$ cat src/hdl/utm_pkg.sv
`timescale 1ns / 1ps
// ----------------------------------------------------------------------------
// utm_pkg
// Shared types, constants and helpers of the UTF-8 markup truncation block.
// ----------------------------------------------------------------------------
package utm_pkg;

  // Geometry
  localparam int WindowBytesDef = 10;
  localparam int MarkLen        = 10;   // ^c#rrggbb^ and ^b#rrggbb^
  localparam int ResetLen       = 3;    // ^d^
  localparam int LenW           = 4;    // unit length and remaining bytes
  localparam int AddrW          = 3;    // two 32-bit registers
  localparam int DataW          = 32;

  // Register map (byte address / 4)
  localparam logic RegCharLimit  = 1'b0;
  localparam logic RegBufferSize = 1'b1;

  localparam logic [15:0] CharLimitRst  = 16'd64;
  localparam logic [15:0] BufferSizeRst = 16'd256;

  // Characters that drive markup detection
  localparam logic [7:0] ChCaret = 8'h5E;
  localparam logic [7:0] ChHash  = 8'h23;
  localparam logic [7:0] ChB     = 8'h62;
  localparam logic [7:0] ChC     = 8'h63;
  localparam logic [7:0] ChD     = 8'h64;

  typedef struct packed {
    logic [7:0] in_byte;
    logic       in_last;
  } in_item_t;

  typedef struct packed {
    logic [7:0]  out_byte;
    logic        out_last;
    logic [15:0] total_length;
  } out_item_t;

  // One queue cell: a byte of the string, a closing mark, or both.
  // A closing mark with a zero byte is a bare end of string.
  typedef struct packed {
    logic       valid;
    logic       term;
    logic [7:0] data;
  } cell_t;

  // Head controls: pop shifts the whole row, strip turns the head into a
  // bare end of string once its byte is handled.
  typedef struct packed {
    logic pop;
    logic strip;
  } head_ctrl_t;

  // Caret classification result
  typedef enum logic [1:0] {
    ClsWait  = 2'd0,
    ClsPlain = 2'd1,
    ClsReset = 2'd2,
    ClsMark  = 2'd3
  } cls_e;

  // Character length from the lead byte: leading ones, at least one.
  function automatic logic [LenW-1:0] lead_len(input logic [7:0] b);
    logic [LenW-1:0] n;
    logic            run;
    n   = '0;
    run = 1'b1;
    for (int i = 7; i >= 0; i--) begin
      if (run && b[i]) begin
        n = n + LenW'(1);
      end else begin
        run = 1'b0;
      end
    end
    if (n == '0) begin
      n = LenW'(1);
    end
    return n;
  endfunction

endpackage

$ cat src/hdl/utm_cell.sv
`timescale 1ns / 1ps
// ----------------------------------------------------------------------------
// utm_cell
// One stage of the lookahead row. Shifts toward the head on a pop and
// captures a new item when it is the first free stage.
// ----------------------------------------------------------------------------
module utm_cell (
  input  logic               clk_i,
  input  logic               rst_ni,
  input  utm_pkg::cell_t     nxt_i,       // neighbor toward the tail
  input  logic               prv_valid_i, // neighbor toward the head is full
  input  logic               push_i,
  input  utm_pkg::cell_t     item_i,
  input  utm_pkg::head_ctrl_t ctrl_i,
  output utm_pkg::cell_t     cell_o
);
  import utm_pkg::*;

  cell_t cell_q, cell_d;

  // Shift, capture or strip
  always_comb begin
    cell_d = cell_q;
    if (ctrl_i.pop) begin
      if (nxt_i.valid) begin
        cell_d = nxt_i;
      end else if (push_i && cell_q.valid) begin
        cell_d = item_i;
      end else begin
        cell_d = '0;
      end
    end else begin
      if (ctrl_i.strip) begin
        cell_d.data = '0;
      end
      if (!cell_q.valid && prv_valid_i && push_i) begin
        cell_d = item_i;
      end
    end
  end

  always_ff @(posedge clk_i or negedge rst_ni) begin
    if (!rst_ni) begin
      cell_q <= '0;
    end else begin
      cell_q <= cell_d;
    end
  end

  assign cell_o = cell_q;

endmodule

$ cat src/hdl/utm_head.sv
`timescale 1ns / 1ps
// ----------------------------------------------------------------------------
// utm_head
// Handles the head of the lookahead row: classifies carets, applies the
// truncation rules, counts and drives the output register.
// ----------------------------------------------------------------------------
module utm_head (
  input  logic                 clk_i,
  input  logic                 rst_ni,
  input  utm_pkg::cell_t       win_i [utm_pkg::MarkLen],
  input  logic [15:0]          char_cap_i,
  input  logic [15:0]          buffer_size_i,
  output utm_pkg::head_ctrl_t  ctrl_o,
  output logic                 out_valid_o,
  input  logic                 out_stall_i,
  output utm_pkg::out_item_t   out_item_o
);
  import utm_pkg::*;

  logic [15:0]     printable_q, printable_d;
  logic [15:0]     written_q, written_d;
  logic [LenW-1:0] left_q, left_d;
  logic            kept_q, kept_d;
  logic            trunc_q, trunc_d;
  logic            out_valid_q;
  out_item_t       out_item_q;

  logic [MarkLen-1:0] ends_before;
  logic [MarkLen-1:0] avail;
  logic [MarkLen-1:0] stop;
  cls_e               cls;
  cell_t              head;
  logic [LenW-1:0]    len_w;
  logic [16:0]        sum_w;
  logic               fits_w;
  logic               markup_w;
  logic               go_trunc;
  logic               slot_free;
  logic               wait_w;
  logic               act_w;
  logic               emit_w;
  out_item_t          item_w;

  assign head      = win_i[0];
  assign slot_free = !out_valid_q || !out_stall_i;

  // Per position: byte of this string present, or string known to end first
  always_comb begin
    ends_before[0] = 1'b0;
    for (int k = 1; k < MarkLen; k++) begin
      ends_before[k] = ends_before[k-1] | win_i[k-1].term;
    end
    for (int k = 0; k < MarkLen; k++) begin
      avail[k] = win_i[k].valid && (win_i[k].data != '0) && !ends_before[k];
      stop[k]  = ends_before[k] || (win_i[k].valid && (win_i[k].data == '0));
    end
  end

  // Classify a caret at the head
  always_comb begin
    cls = ClsPlain;
    if (!avail[1]) begin
      cls = stop[1] ? ClsPlain : ClsWait;
    end else if (win_i[1].data == ChD) begin
      if (!avail[2]) begin
        cls = stop[2] ? ClsPlain : ClsWait;
      end else begin
        cls = (win_i[2].data == ChCaret) ? ClsReset : ClsPlain;
      end
    end else if ((win_i[1].data == ChB) || (win_i[1].data == ChC)) begin
      if (!avail[2]) begin
        cls = stop[2] ? ClsPlain : ClsWait;
      end else if (win_i[2].data != ChHash) begin
        cls = ClsPlain;
      end else if (!avail[MarkLen-1]) begin
        cls = stop[MarkLen-1] ? ClsPlain : ClsWait;
      end else begin
        cls = (win_i[MarkLen-1].data == ChCaret) ? ClsMark : ClsPlain;
      end
    end
  end

  // Unit length and fit check
  always_comb begin
    if (head.data == ChCaret) begin
      case (cls)
        ClsReset: len_w = LenW'(ResetLen);
        ClsMark:  len_w = LenW'(MarkLen);
        default:  len_w = LenW'(1);
      endcase
    end else begin
      len_w = lead_len(head.data);
    end
  end

  assign markup_w = (head.data == ChCaret) && (len_w > LenW'(1));
  assign sum_w    = {1'b0, written_q} + 17'(len_w);
  assign fits_w   = sum_w < {1'b0, buffer_size_i};
  assign go_trunc = trunc_q || (printable_q >= char_cap_i) || !fits_w;
  assign wait_w   = head.valid && (head.data == ChCaret) && (left_q == '0) &&
                    (cls == ClsWait);
  assign act_w    = head.valid && slot_free && !wait_w;

  // Apply the rules to the head item
  always_comb begin
    printable_d = printable_q;
    written_d   = written_q;
    left_d      = left_q;
    kept_d      = kept_q;
    trunc_d     = trunc_q;
    emit_w      = 1'b0;
    ctrl_o      = '0;
    item_w      = '{out_byte: head.data, out_last: 1'b0, total_length: '0};
    if (act_w) begin
      if (head.data == '0) begin
        // close the string and start over
        emit_w      = 1'b1;
        item_w      = '{out_byte: '0, out_last: 1'b1,
                        total_length: written_q + 16'd1};
        printable_d = '0;
        written_d   = '0;
        left_d      = '0;
        kept_d      = 1'b0;
        trunc_d     = 1'b0;
        ctrl_o.pop  = 1'b1;
      end else begin
        if (left_q != '0) begin
          // continue the current unit
          left_d = left_q - LenW'(1);
          emit_w = kept_q;
        end else begin
          trunc_d = go_trunc;
          if (!go_trunc) begin
            printable_d = printable_q + 16'(!markup_w);
            kept_d      = 1'b1;
            left_d      = len_w - LenW'(1);
            emit_w      = 1'b1;
          end else if (markup_w) begin
            kept_d = fits_w;
            left_d = len_w - LenW'(1);
            emit_w = fits_w;
          end else begin
            kept_d = 1'b0;
            left_d = '0;
          end
        end
        if (emit_w) begin
          written_d = written_q + 16'd1;
        end
        // a closing byte stays as a bare end of string
        ctrl_o.pop   = !head.term;
        ctrl_o.strip = head.term;
      end
    end
  end

  always_ff @(posedge clk_i or negedge rst_ni) begin
    if (!rst_ni) begin
      printable_q <= '0;
      written_q   <= '0;
      left_q      <= '0;
      kept_q      <= 1'b0;
      trunc_q     <= 1'b0;
      out_valid_q <= 1'b0;
    end else begin
      printable_q <= printable_d;
      written_q   <= written_d;
      left_q      <= left_d;
      kept_q      <= kept_d;
      trunc_q     <= trunc_d;
      if (act_w && emit_w) begin
        out_valid_q <= 1'b1;
      end else if (!out_stall_i) begin
        out_valid_q <= 1'b0;
      end
    end
  end

  // Hold the output item until taken
  always_ff @(posedge clk_i) begin
    if (act_w && emit_w) begin
      out_item_q <= item_w;
    end
  end

  assign out_valid_o = out_valid_q;
  assign out_item_o  = out_item_q;

  a_ctrl_excl: assert property (@(posedge clk_i) disable iff (!rst_ni)
    !(ctrl_o.pop && ctrl_o.strip))
    else $error("head popped and stripped at once");

  a_ctrl_slot: assert property (@(posedge clk_i) disable iff (!rst_ni)
    (ctrl_o.pop || ctrl_o.strip) |-> slot_free)
    else $error("head advanced with no output slot");

  a_left_range: assert property (@(posedge clk_i) disable iff (!rst_ni)
    left_q < LenW'(MarkLen))
    else $error("unit byte count out of range");

  a_close_clear: assert property (@(posedge clk_i) disable iff (!rst_ni)
    (act_w && (head.data == '0)) |=> (written_q == '0) && !trunc_q && out_valid_q)
    else $error("state not cleared after closing item");

  a_total_nz: assert property (@(posedge clk_i) disable iff (!rst_ni)
    (out_valid_q && out_item_q.out_last) |-> (out_item_q.total_length != '0))
    else $error("closing item without length");

endmodule

$ cat src/hdl/utf8_markup_truncate.sv
`timescale 1ns / 1ps
// ----------------------------------------------------------------------------
// utf8_markup_truncate
// Truncates a UTF-8 string with color markup to a character limit and a
// buffer size, one byte in and at most one byte out per cycle when not stalled.
// ----------------------------------------------------------------------------
//  channel  | handshake                 | payload
//  ---------+---------------------------+--------------------------------
//  input    | in_valid_i / in_stall_o   | in_item_i  (in_byte, in_last)
//  output   | out_valid_o / out_stall_i | out_item_o (out_byte, out_last,
//           |                           |   total_length)
//  config   | APB psel/penable/pready   | char_cap @0x0, buffer_size @0x4
//
// One byte per cycle in and out while the row has a free cell and the output
// is not stalled. A non-NUL closing byte is handled at the head as the byte,
// then the NUL. A caret at the head waits for up to nine later bytes in the
// lookahead row before it is classified; the row of WINDOW_BYTES cells stalls
// the input only when full. No clearing pass after reset.
// ----------------------------------------------------------------------------
module utf8_markup_truncate #(
  parameter int WINDOW_BYTES = utm_pkg::WindowBytesDef
) (
  input  logic                       clk_i,
  input  logic                       rst_ni,
  input  logic                       in_valid_i,
  output logic                       in_stall_o,
  input  utm_pkg::in_item_t          in_item_i,
  output logic                       out_valid_o,
  input  logic                       out_stall_i,
  output utm_pkg::out_item_t         out_item_o,
  input  logic                       psel,
  input  logic                       penable,
  input  logic                       pwrite,
  input  logic [utm_pkg::AddrW-1:0]  paddr,
  input  logic [utm_pkg::DataW-1:0]  pwdata,
  output logic [utm_pkg::DataW-1:0]  prdata,
  output logic                       pready
);
  import utm_pkg::*;

  logic [15:0] char_cap_q;
  logic [15:0] buffer_size_q;
  logic        push_w;
  cell_t       item_w;
  head_ctrl_t  head_ctrl;
  cell_t       cells_w   [WINDOW_BYTES];
  cell_t       nxt_w     [WINDOW_BYTES];
  logic        prv_w     [WINDOW_BYTES];
  head_ctrl_t  ctrl_w    [WINDOW_BYTES];
  cell_t       win_w     [MarkLen];

  // Configuration registers
  assign pready = 1'b1;

  always_ff @(posedge clk_i or negedge rst_ni) begin
    if (!rst_ni) begin
      char_cap_q    <= CharLimitRst;
      buffer_size_q <= BufferSizeRst;
    end else if (psel && penable && pwrite && pready) begin
      case (paddr[2])
        RegCharLimit:  char_cap_q    <= pwdata[15:0];
        RegBufferSize: buffer_size_q <= pwdata[15:0];
        default:       char_cap_q    <= char_cap_q;
      endcase
    end
  end

  always_comb begin
    case (paddr[2])
      RegCharLimit:  prdata = DataW'(char_cap_q);
      RegBufferSize: prdata = DataW'(buffer_size_q);
      default:       prdata = '0;
    endcase
  end

  // Accept an item while the row has a free cell
  assign in_stall_o = cells_w[WINDOW_BYTES-1].valid;
  assign push_w     = in_valid_i && !in_stall_o;
  assign item_w     = '{valid: 1'b1,
                        term:  in_item_i.in_last || (in_item_i.in_byte == '0),
                        data:  in_item_i.in_byte};

  // Lookahead row
  for (genvar g = 0; g < WINDOW_BYTES; g++) begin : g_cell
    if (g == WINDOW_BYTES - 1) begin : g_tail
      assign nxt_w[g] = '0;
    end else begin : g_mid
      assign nxt_w[g] = cells_w[g+1];
    end
    if (g == 0) begin : g_head
      assign prv_w[g]  = 1'b1;
      assign ctrl_w[g] = head_ctrl;
    end else begin : g_body
      assign prv_w[g]  = cells_w[g-1].valid;
      assign ctrl_w[g] = '{pop: head_ctrl.pop, strip: 1'b0};
    end

    utm_cell u_cell (
      .clk_i       (clk_i),
      .rst_ni      (rst_ni),
      .nxt_i       (nxt_w[g]),
      .prv_valid_i (prv_w[g]),
      .push_i      (push_w),
      .item_i      (item_w),
      .ctrl_i      (ctrl_w[g]),
      .cell_o      (cells_w[g])
    );
  end

  for (genvar g = 0; g < MarkLen; g++) begin : g_win
    assign win_w[g] = cells_w[g];
  end

  // Head logic and output register
  utm_head u_head (
    .clk_i         (clk_i),
    .rst_ni        (rst_ni),
    .win_i         (win_w),
    .char_cap_i    (char_cap_q),
    .buffer_size_i (buffer_size_q),
    .ctrl_o        (head_ctrl),
    .out_valid_o   (out_valid_o),
    .out_stall_i   (out_stall_i),
    .out_item_o    (out_item_o)
  );

  a_window_fits: assert property (@(posedge clk_i) disable iff (!rst_ni)
    WINDOW_BYTES >= MarkLen)
    else $error("lookahead row shorter than a markup sequence");

  a_no_hole: assert property (@(posedge clk_i) disable iff (!rst_ni)
    !cells_w[0].valid |-> !cells_w[1].valid)
    else $error("gap at the head of the lookahead row");

  a_tail_shift: assert property (@(posedge clk_i) disable iff (!rst_ni)
    (head_ctrl.pop && !push_w) |=> !cells_w[WINDOW_BYTES-1].valid)
    else $error("tail cell kept after a pop without a new item");

endmodule

$ cat config.mk
export PLATFORM = sky130hd
export DESIGN_NAME = utf8_markup_truncate
export DESIGN_NICKNAME = d
export VERILOG_FILES = /design/src/hdl/utm_pkg.sv /design/src/hdl/utm_cell.sv /design/src/hdl/utm_head.sv /design/src/hdl/utf8_markup_truncate.sv
export SDC_FILE = /design/constraint.sdc
export NUM_CORES = 1
export LEC_CHECK = 0
export ABC_AREA = 1
export BUFFER_PORTS_ARGS = -buffer_cell sky130_fd_sc_hd__buf_2
export CORE_ASPECT_RATIO = 0.7
export CORE_UTILIZATION = 35
export CTS_CLUSTER_DIAMETER = 120
export CTS_CLUSTER_SIZE = 16
export DETAILED_ROUTE_END_ITERATION = 12
export MAX_ROUTING_LAYER = met4
export PLACE_DENSITY = 0.53
export REMOVE_ABC_BUFFERS = 1
export SLEW_MARGIN = 0
export SYNTH_ARGS = -nofsm -noshare
export SYNTH_HDL_FRONTEND = slang
export SYNTH_SLANG_ARGS = --single-unit
$ cat constraint.sdc
create_clock -name clk_i -period 6.15 [get_ports clk_i]
set_input_delay 1.23 -clock clk_i [delete_from_list [all_inputs] [get_ports clk_i]]
set_output_delay 1.23 -clock clk_i [all_outputs]
set_load 0.02 [all_outputs]
==> results of run 1 <==
## power by group through the flow
stage          logic, mW  registers, mW  clock network [mW]
2_1_floorplan       1.79           2.27                   0
3_3_place_gp        2.64           2.27                   0
3_5_place_dp        2.68           2.26                   0
4_1_cts             2.70           2.24                1.11
5_1_grt             3.24           2.31                1.15
6_report            2.86           2.25                1.08
## layout make-up
class	instances	area [sq um]
inverter	205	774
fill	3455	20100
clock buffer	17	425
clock inverter	15	118
tap	435	544
multi-input combinational	1079	5830
timing repair buffer	110	742
sequential	196	5040
## metal layers
| metal | up-vias | GRT usage, % |
|---|---|---|
| met5 | - | - |
| met4 | 0 | 3.45 |
| met3 | 20 | 3.34 |
| met2 | 167 | 29.1 |
| met1 | 4941 | 26.0 |
| li1 | 5177 | - |
## cells by family after synthesis
| family | synth area share [%] |
|---|---|
| AOI/OAI and AO/OA | 7.51 |
| DFF | 42.1 |
| buffers and inverters | 10.5 |
| other | 0.0629 |
| and+or+nand+nor | 31.7 |
| xor gates and xnor gates | 3.08 |
| adders and majority gates | 4.99 |
## per-stage QoR
step | util (%) | setup slack (ps)
after floorplan | - | -20.5
after global placement | 37.6 | 130
after detailed placement | 37.6 | -17.2
after CTS | 39.2 | 8.57
after global routing | 40.1 | -56.5
final | 40.1 | 245
## flip-flops by register name, summed over array words and instances (netlist names)
name                  count
u_head.kept_q             1
buffer_size_q            16
u_head.printable_q       16
u_head.out_valid_o        1
u_head.written_q         16
u_head.left_q             4
u_head.out_item_o        25
u_head.trunc_q            1
char_cap_q               16
g_cell.u_cell.cell_o    100
## cell usage after synthesis (all sizes together)
| library cell | count |
|---|---|
| clkinv | 4 |
| nand2 | 347 |
| a21oi | 27 |
| nor4 | 7 |
| or2 | 2 |
| o221ai | 1 |
| fa | 1 |
| o22ai | 2 |
| xnor2 | 5 |
| nor3b | 1 |
| a22oi | 1 |
| nand3b | 2 |
| ha | 46 |
| xor2 | 37 |
| a211oi | 1 |
| nand3 | 280 |
| conb | 2 |
| nor3 | 17 |
| a31oi | 2 |
| dfstp | 2 |
| o21ai | 108 |
| nand4 | 32 |
| and3 | 1 |
| edfxtp | 25 |
| inv | 201 |
| o21a | 1 |
| o211ai | 20 |
| buf | 52 |
| nor2 | 120 |
| dfrtp | 169 |
| clkbuf | 37 |
| a21boi | 1 |
## worst min-delay path by stage
stage | to | startpoint | cells past startpoint
2_1_floorplan | char_cap_q[10] | char_cap_q[10] | 2
3_3_place_gp | char_cap_q[11] | char_cap_q[11] | 2
3_5_place_dp | char_cap_q[8] | char_cap_q[8] | 2
4_1_cts | char_cap_q[5] | char_cap_q[5] | 2
5_1_grt | char_cap_q[8] | char_cap_q[8] | 2
6_report | char_cap_q[5] | char_cap_q[5] | 2
## what timing repair did
action	4_1_cts	5_1_grt
endpoints found under the hold margin	0	0
buffers inserted	0	14
gates resized for setup	1	34
setup endpoints to repair	28	64
cloned	0	5
pin swaps	0	20
## worst max-delay path: cells and delay by family, from the launching register on
| family | cells | cell delay (ps) |
|---|---|---|
| AOI/OAI and AO/OA | 6 | 860 |
| DFF | 1 | 430 |
| adders and majority gates | 6 | 1630 |
| and+or+nand+nor | 22 | 2070 |
| buffers and inverters | 6 | 680 |
| xor gates and xnor gates | 1 | 130 |
==> flow_metrics.tcl, run 1 <==
set metrics [dict create \
    status "completed" \
    fin_tns_setup_ps 0 \
    globalRouteTotalUtil_pct 18.8 \
    dieArea_sq_mm 0.0349 \
    worst_path_max_delay_cell "dfrtp_2" \
    cpPeakStageDelay_ps 430 \
    switching_share_pct 46.3 \
    antenna_found_initial 0 \
    r2r_cells 41 \
    reg2reg_to "u_head.printable_q[4]" \
    crit_path_end_kind "flop" \
    finalWirelength_microns 31200 \
    dpl-instance-area_sq_mm 0.0126 \
    p_comb_share_pct 46.2 \
    area_delta_synth_final_pct 12.7 \
    critPathLaunchType "flop" \
    cts.hold.buffers_added 0 \
    cap_violations 0 \
    cts_max_level 4 \
    start_util_pct 35.6 \
    cts.reportedPaths.clkPinSlew_ps 80 \
    layout.cells.most_common "nand2_1" \
    grt-ovfl-total 0 \
    powerDensity_mw_per_mm2 460 \
    die-width_microns 223 \
    crit_arrival_ps 6280 \
    r2r-start "g_cell[0].u_cell.cell_o[6]" \
    fmax_ghz 0.169 \
    met2_length_microns 14200 \
    syn-instance-count 1554 \
    synth_top_area_cell "dfrtp_1" \
    grt_max_degree 172 \
    drt_pass1_iterations 5 \
    die_y_microns 157 \
    finalPower_mw 6.19 \
    fin_crit_ps 5910 \
    rrSetupSlack_ps 240 \
    period_share_pct 96.0 \
    top_layer "met4" \
    leakage_nw 6.56 \
    yosys_warnings 0 \
    power_frac_seq_pct 36.3 \
    num_antenna_cells 0 \
    setup_violations 0 \
    ant_nets 0 \
    port_buffers 75 \
    vias 10300 \
    wl_met3_microns 1070 \
    drive_gt1_share_pct 15.1 \
    dp_hpwl_microns 21200 \
    numClockSinks 196 \
    yosys.cell_types.count 50 \
    grt_pass1_wl_microns 51000 \
    wl_per_cell_microns 15.2 \
    synth.area.top_cells "dfrtp_1 (35%), nand3_1 (11%), nand2_1 (10%), edfxtp_1 (6.3%), inv_1 (5.8%)" \
    cellInternalPower_mw 3.33 \
    min_path_type "reg -> reg" \
    worst_pin_slew_ps 1180 \
    synth-seq-cells 196 \
    mostFrequentLayoutCells "nand2_1 (317), nand3_1 (263), inv_1 (185)" \
    cts_made_buffers 17 \
    criticalPathCategory "reg -> reg" \
    yosysTopAreaCellShare_pct 35.4 \
    via_per_inst 5.01 \
    critPathRequiredTime_ps 6530 \
    nNetsFinal 1707 \
    cts_max_path_buffers 2 \
    fin_cells 2057 \
    yosysSeqAreaShare_pct 42.1 \
    cts_tree "yes" \
    hold_viol 0 \
    remaining_drc_errors 0 \
    crit_end "u_head.printable_q[4]" \
    clock_latency_ps 460 \
    cp_max_fo 6 \
    place_congestion 0.874 \
    dp_cells 2006 \
    io_pins 111 \
    core-area_sq_mm 0.0336 \
    report.final.slew_viol_count 0 \
    cp-startpoint "g_cell[0].u_cell.cell_o[6]" \
    syn_area_per_cell_sq_um 7.69 \
    drtIter0Drc 748 \
    vdd_ir_drop_max_uv 230 \
    num_rows 56 \
    finalClockSkew_ps 10.8 \
    clkPwrFrac_pct 17.4 \
    hold_ws_ps 489 \
    syn-cell-area_sq_mm 0.0119 \
    final_cell_area_sq_mm 0.0135 \
    wl_met1_microns 15700 \
    cts_root_buffer "clkbuf_16" \
    first_global_vias 9817 \
    slew_headroom_pct 21.5 \
    p_switching_mw 2.86 \
]
(Power assumes the default switching activity.)
==> inputs of run 2 (changes only) <==
PLACE_DENSITY = not set   (was 0.53)
PLACE_DENSITY_LB_ADDON = 0.2   (was not set)
clock period = 5.2 ns   (was 6.15 ns; I/O delays follow)
==> flow_metrics.tcl, run 2 (synthesized netlist as in run 1, its figures left out) <==
set metrics [dict create \
    status "finished, violations left" \
    violations "setup timing" \
    rsz0062_at_grt "yes" \
    finalPower_mw 7.97 \
    criticalPathCategory "reg -> reg" \
    dpl-instance-area_sq_mm 0.0129 \
    vias 10600 \
    grt_use_met2_pct 29.8 \
    period_share_pct 106 \
    finalWirelength_microns 32700 \
    die_y_microns 157 \
    drive_gt1_share_pct 21.9 \
    grt_max_degree 99 \
    report.final.slew_viol_count 0 \
    min_path_type "reg -> reg" \
    drtIter0Drc 806 \
    first_global_vias 10300 \
    pre_cts_ws_ps -773 \
    cpPeakStageDelay_ps 460 \
    cts_max_path_buffers 2 \
    top_usage_layer "met2" \
    fin_crit_ps 5510 \
    finalClockSkew_ps 13.5 \
    drt_pass1_iterations 5 \
    dieArea_sq_mm 0.0349 \
    cts.hold.buffers_added 0 \
    hold_viol 0 \
    port_buffers 75 \
    place_congestion 0.858 \
    fmax_ghz 0.181 \
    clock_latency_ps 470 \
    grt-ovfl-total 0 \
    crit_path_end_kind "flop" \
    critPathTopFamily "simple AND/OR/NAND/NOR gates" \
    nNetsFinal 1763 \
    dp_hpwl_microns 22000 \
    cts_tree "yes" \
    setup_violations 61 \
    antenna_found_initial 0 \
    num_antenna_cells 0 \
    largest_register_ffs 100 \
    mostFrequentLayoutCells "nand2_1 (294), nand3_1 (252), inv_1 (178)" \
    remaining_drc_errors 0 \
    slew_headroom_pct 35.0 \
    wl_per_cell_microns 15.5 \
    final_cell_area_sq_mm 0.0145 \
    fin_tns_setup_ps -16930 \
    worst_pin_slew_ps 971 \
    cts.reportedPaths.clkPinSlew_ps 80 \
    use_met3_pct 3.66 \
    powerDensity_mw_per_mm2 551 \
    globalRouteTotalUtil_pct 19.8 \
    cts_made_buffers 17 \
    numClockSinks 196 \
    finalWorstSetupSlack_ps -314 \
    cp_max_fo 4 \
    worst_path_max_delay_cell "dfrtp_2" \
    leakage_nw 7.04 \
    start_util_pct 35.6 \
    grt_pass1_wl_microns 53000 \
    final_core_util_pct 43.1 \
    critPathRequiredTime_ps 5550 \
    core-area_sq_mm 0.0336 \
    cts_root_buffer "clkbuf_16" \
    die-width_microns 223 \
    cts_max_level 4 \
    vdd_ir_drop_max_uv 291 \
    ant_nets 0 \
    crit_arrival_ps 5860 \
    path_buf_inv 8 \
    critPathLaunchType "flop" \
    layout.cells.most_common "nand2_1" \
    cap_violations 0 \
    area_delta_synth_final_pct 21.1 \
    via_per_inst 5.02 \
    num_rows 56 \
    io_pins 111 \
    met1_usage_pct 27.0 \
]
-- run 2: cell count changes in the layout (fill, tap and decap cells not counted), moves of 9 or more --
cell	change
buf_4	+40
nand2_1	-23
nand2_2	+16
nand3_1	-11
nand3_2	+11
o21ai_0	-11
o21ai_2	+9
-- run 2: what timing repair did --
action	CTS	global route
setup buffers	26	9
pin swaps	45	62
setup endpoints to repair	64	64
resized for setup	81	76
cloned	9	1
-- run 2: metrics by stage --
| stage | std cells | hold slack [ps] |
|---|---|---|
| 2_1_floorplan | 1480 | 453 |
| 3_3_place_gp | 2048 | 468 |
| 3_5_place_dp | 2048 | 473 |
| 4_1_cts | 2112 | 491 |
| 5_1_grt | 2113 | 503 |
| 6_report | 2113 | 488 |
-- run 2: layer usage --
layer  up-vias  wire length (microns)
met1      5080                  16100
met5         -                      0
met3        40                   1410
met4         0                    507
li1       5276                      -
met2       207                  14700
-- run 2: path summary, 6_finish.rpt --
| check | slack [ps] | startpoint | endpoint | cells past startpoint |
|---|---|---|---|---|
| min | 490 | char_cap_q[4] | char_cap_q[4] | 2 |
| max in group asynchronous | 3520 | rst_ni | g_cell[2].u_cell.cell_o[4] | 2 |
| min reg2reg | 490 | char_cap_q[4] | char_cap_q[4] | 2 |
| max | -310 | g_cell[0].u_cell.cell_o[5] | u_head.written_q[6] | 42 |
| min in group asynchronous | 680 | rst_ni | buffer_size_q[15] | 1 |
| max reg2reg | -310 | g_cell[0].u_cell.cell_o[5] | u_head.written_q[6] | 42 |
-- run 2: where the power goes --
part | internal (mW) | switching (mW)
registers | 2.18 | 0.465
logic | 1.50 | 2.48
clock network | 0.681 | 0.667
total | 4.36 | 3.61
-- run 2: final cells by class --
type	count	area [sq um]
inverter	205	774
multi-input combinational	1079	6180
sequential	196	5030
tap	435	544
fill	3338	19100
clock inverter	13	109
clock buffer	19	475
timing repair buffer	166	1350
-- run 2: worst reg2reg max path: cells and delay by family, from the launching register on --
kind,cells,cell delay [ps]
AOI/OAI and AO/OA,4,560
xor gates and xnor gates,1,140
adders and majority gates,6,1540
buffers and inverters,8,790
DFF,1,460
and+or+nand+nor,23,1920
==> inputs of run 3 (changes only) <==
ABC_AREA = not set   (was 1)
CORE_MARGIN = 10   (was not set)
SLEW_MARGIN = not set   (was 0)
==> flow_metrics.tcl, run 3 <==
set metrics [dict create \
    status "finished, violations left" \
    violations "setup timing" \
    critPathLaunchType "flop" \
    report.final.slew_viol_count 0 \
    multi_input_area_sq_mm 0.00639 \
    vias 9633 \
    min_path_type "reg -> reg" \
    cp-startpoint "g_cell[0].u_cell.cell_o[5]" \
    nNetsFinal 1438 \
    grt_pass1_wl_microns 53600 \
    largest_register_ffs 100 \
    io_pins 111 \
    cts.reportedPaths.clkPinSlew_ps 70 \
    powerDensity_mw_per_mm2 545 \
    synth_top_area_cell "dfrtp_1" \
    layout.cells.most_common "dfrtp_1" \
    final_core_util_pct 45.0 \
    mostFrequentLayoutCells "dfrtp_1 (167), buf_4 (149), nand2_1 (100)" \
    remaining_drc_errors 0 \
    syn-cell-area_sq_mm 0.0115 \
    crit_path_end_kind "flop" \
    worst_pin_slew_ps 1010 \
    criticalPathCategory "reg -> reg" \
    wl_per_cell_microns 18.7 \
    leakage_nw 6.71 \
    slew_headroom_pct 32.2 \
    first_global_vias 9516 \
    cts.hold.buffers_added 0 \
    clock_latency_ps 460 \
    port_buffers 75 \
    fin_cells 1780 \
    seq_area_sq_mm 0.00503 \
    via_per_inst 5.41 \
    setup_violations 64 \
    yosysMostFrequentCell "dfrtp_1" \
    globalRouteTotalUtil_pct 16.8 \
    antenna_found_initial 0 \
    cp_max_fo 5 \
    numClockSinks 196 \
    crit_arrival_ps 6980 \
    cts_max_path_buffers 2 \
    fill_cells 3070 \
    fmax_ghz 0.151 \
    cts_max_level 4 \
    area_delta_synth_final_pct 26.6 \
    cpPeakStageDelay_ps 570 \
    dp_hpwl_microns 23200 \
    num_rows 55 \
    r2r-start "g_cell[0].u_cell.cell_o[5]" \
    critPathRequiredTime_ps 5550 \
    fin_crit_ps 6640 \
    hold_start "g_cell[8].u_cell.cell_o[4]" \
    start_util_pct 35.5 \
    finalWirelength_microns 33300 \
    drtIter0Drc 698 \
    cts_tree "yes" \
    yosys.cell_types.count 89 \
    die_y_microns 172 \
    hold_viol 0 \
    grt_max_degree 105 \
    syn_area_per_cell_sq_um 9.90 \
    synthArstFlopShare_pct 87.2 \
    worst_path_max_delay_cell "or4_4" \
    cpMostUsedCell "ha_4" \
    yosys_warnings 0 \
    grt-ovfl-total 0 \
    synth_common_cells "dfrtp_1 (169), nand2_1 (103), a21oi_1 (74)" \
    finalWorstSetupSlack_ps -1440 \
    yosysTopAreaCellShare_pct 36.8 \
    core-area_sq_mm 0.0323 \
    vdd_ir_drop_max_uv 275 \
    yosysSeqAreaShare_pct 43.8 \
    period_share_pct 128 \
    place_congestion 0.839 \
    cap_violations 0 \
    drt_pass1_iterations 5 \
    cts_root_buffer "clkbuf_16" \
    synth-seq-cells 196 \
    dieArea_sq_mm 0.0406 \
    finalClockSkew_ps 16.3 \
    rsz0062_at_grt "yes" \
    ys.flop_type "dfrtp_1" \
    num_antenna_cells 0 \
    ant_nets 0 \
    syn-instance-count 1161 \
    dp_cells 1698 \
    finalPower_mw 7.92 \
    cts_made_buffers 17 \
    synth-edff-count 25 \
    drive_gt1_share_pct 32.7 \
    die-width_microns 237 \
    synth.area.top_cells "dfrtp_1 (37%), edfxtp_1 (6.5%), a221o_1 (5.5%), ha_1 (5.0%), and3_1 (3.6%)" \
]
run 3: area by class of cell:
class	count	share of cell area [%]
clock buffer	18	3.02
inverter	55	1.47
timing repair buffer	246	12.1
multi-input combinational	824	44.0
clock inverter	14	1.13
tap	427	3.67
sequential	196	34.6
run 3: per-stage QoR:
step | setup TNS, ps | hold WS, ps | setup WS (ps) | area [sq um]
floorplan | -116180 | 464 | -2200 | 11000
global placement | -107600 | 488 | -1840 | 12900
detailed placement | -118340 | 494 | -2020 | 12900
CTS | -79920 | 512 | -1370 | 14200
global route | -102880 | 522 | -1720 | 14500
finish | -85080 | 505 | -1440 | 14500
run 3: per-layer routing:
| metal | vias up | global-route usage [%] | part of all wire (%) |
|---|---|---|---|
| met5 | - | - | 0 |
| met4 | 0 | 4.09 | 0.95 |
| met3 | 20 | 2.93 | 4.6 |
| met2 | 213 | 23.0 | 41 |
| met1 | 4772 | 25.0 | 53 |
| li1 | 4628 | - | - |
run 3: path summary, 6_finish.rpt:
path,cells past startpoint,endpoint,slack (ps)
setup / recovery,34,u_head.written_q[11],-1440
hold / removal,1,g_cell[8].u_cell.cell_o[4],500
setup reg to reg,34,u_head.written_q[11],-1440
hold reg to reg,1,g_cell[8].u_cell.cell_o[4],500
max in group asynchronous,2,buffer_size_q[8],3500
min in group asynchronous,1,g_cell[3].u_cell.cell_o[7],710
run 3: power breakdown:
group	total, mW	internal (mW)	switching, mW
clock network	1.41	0.740	0.672
logic	4.06	1.68	2.38
registers	2.45	2.09	0.361
run 3: kinds of logic after synthesis:
group	share of synthesized area [%]
AND/OR/NAND/NOR	18.5
AO/OA/AOI/OAI	20.1
flip-flops	43.8
buffers and inverters	6.50
adder cells (fa/ha/maj)	5.18
multiplexers	3.80
XOR/XNOR	1.98
other	0.0654
run 3: worst max-delay path, delay by kind of cell (launching register included):
kind            cells  cell delay [ps]
buf+inv             5              510
simple gates       13             1990
compound gates      8             1670
xor+xnor            1              150
mux                 1              290
flops               1              410
fa+ha+maj           6             1490
run 3: timing repair:
item,4_1_cts,5_1_grt
endpoints found under the setup margin,64,64
gates cloned,3,0
pin swaps,35,36
gates resized for setup,84,52
buffers inserted,37,14
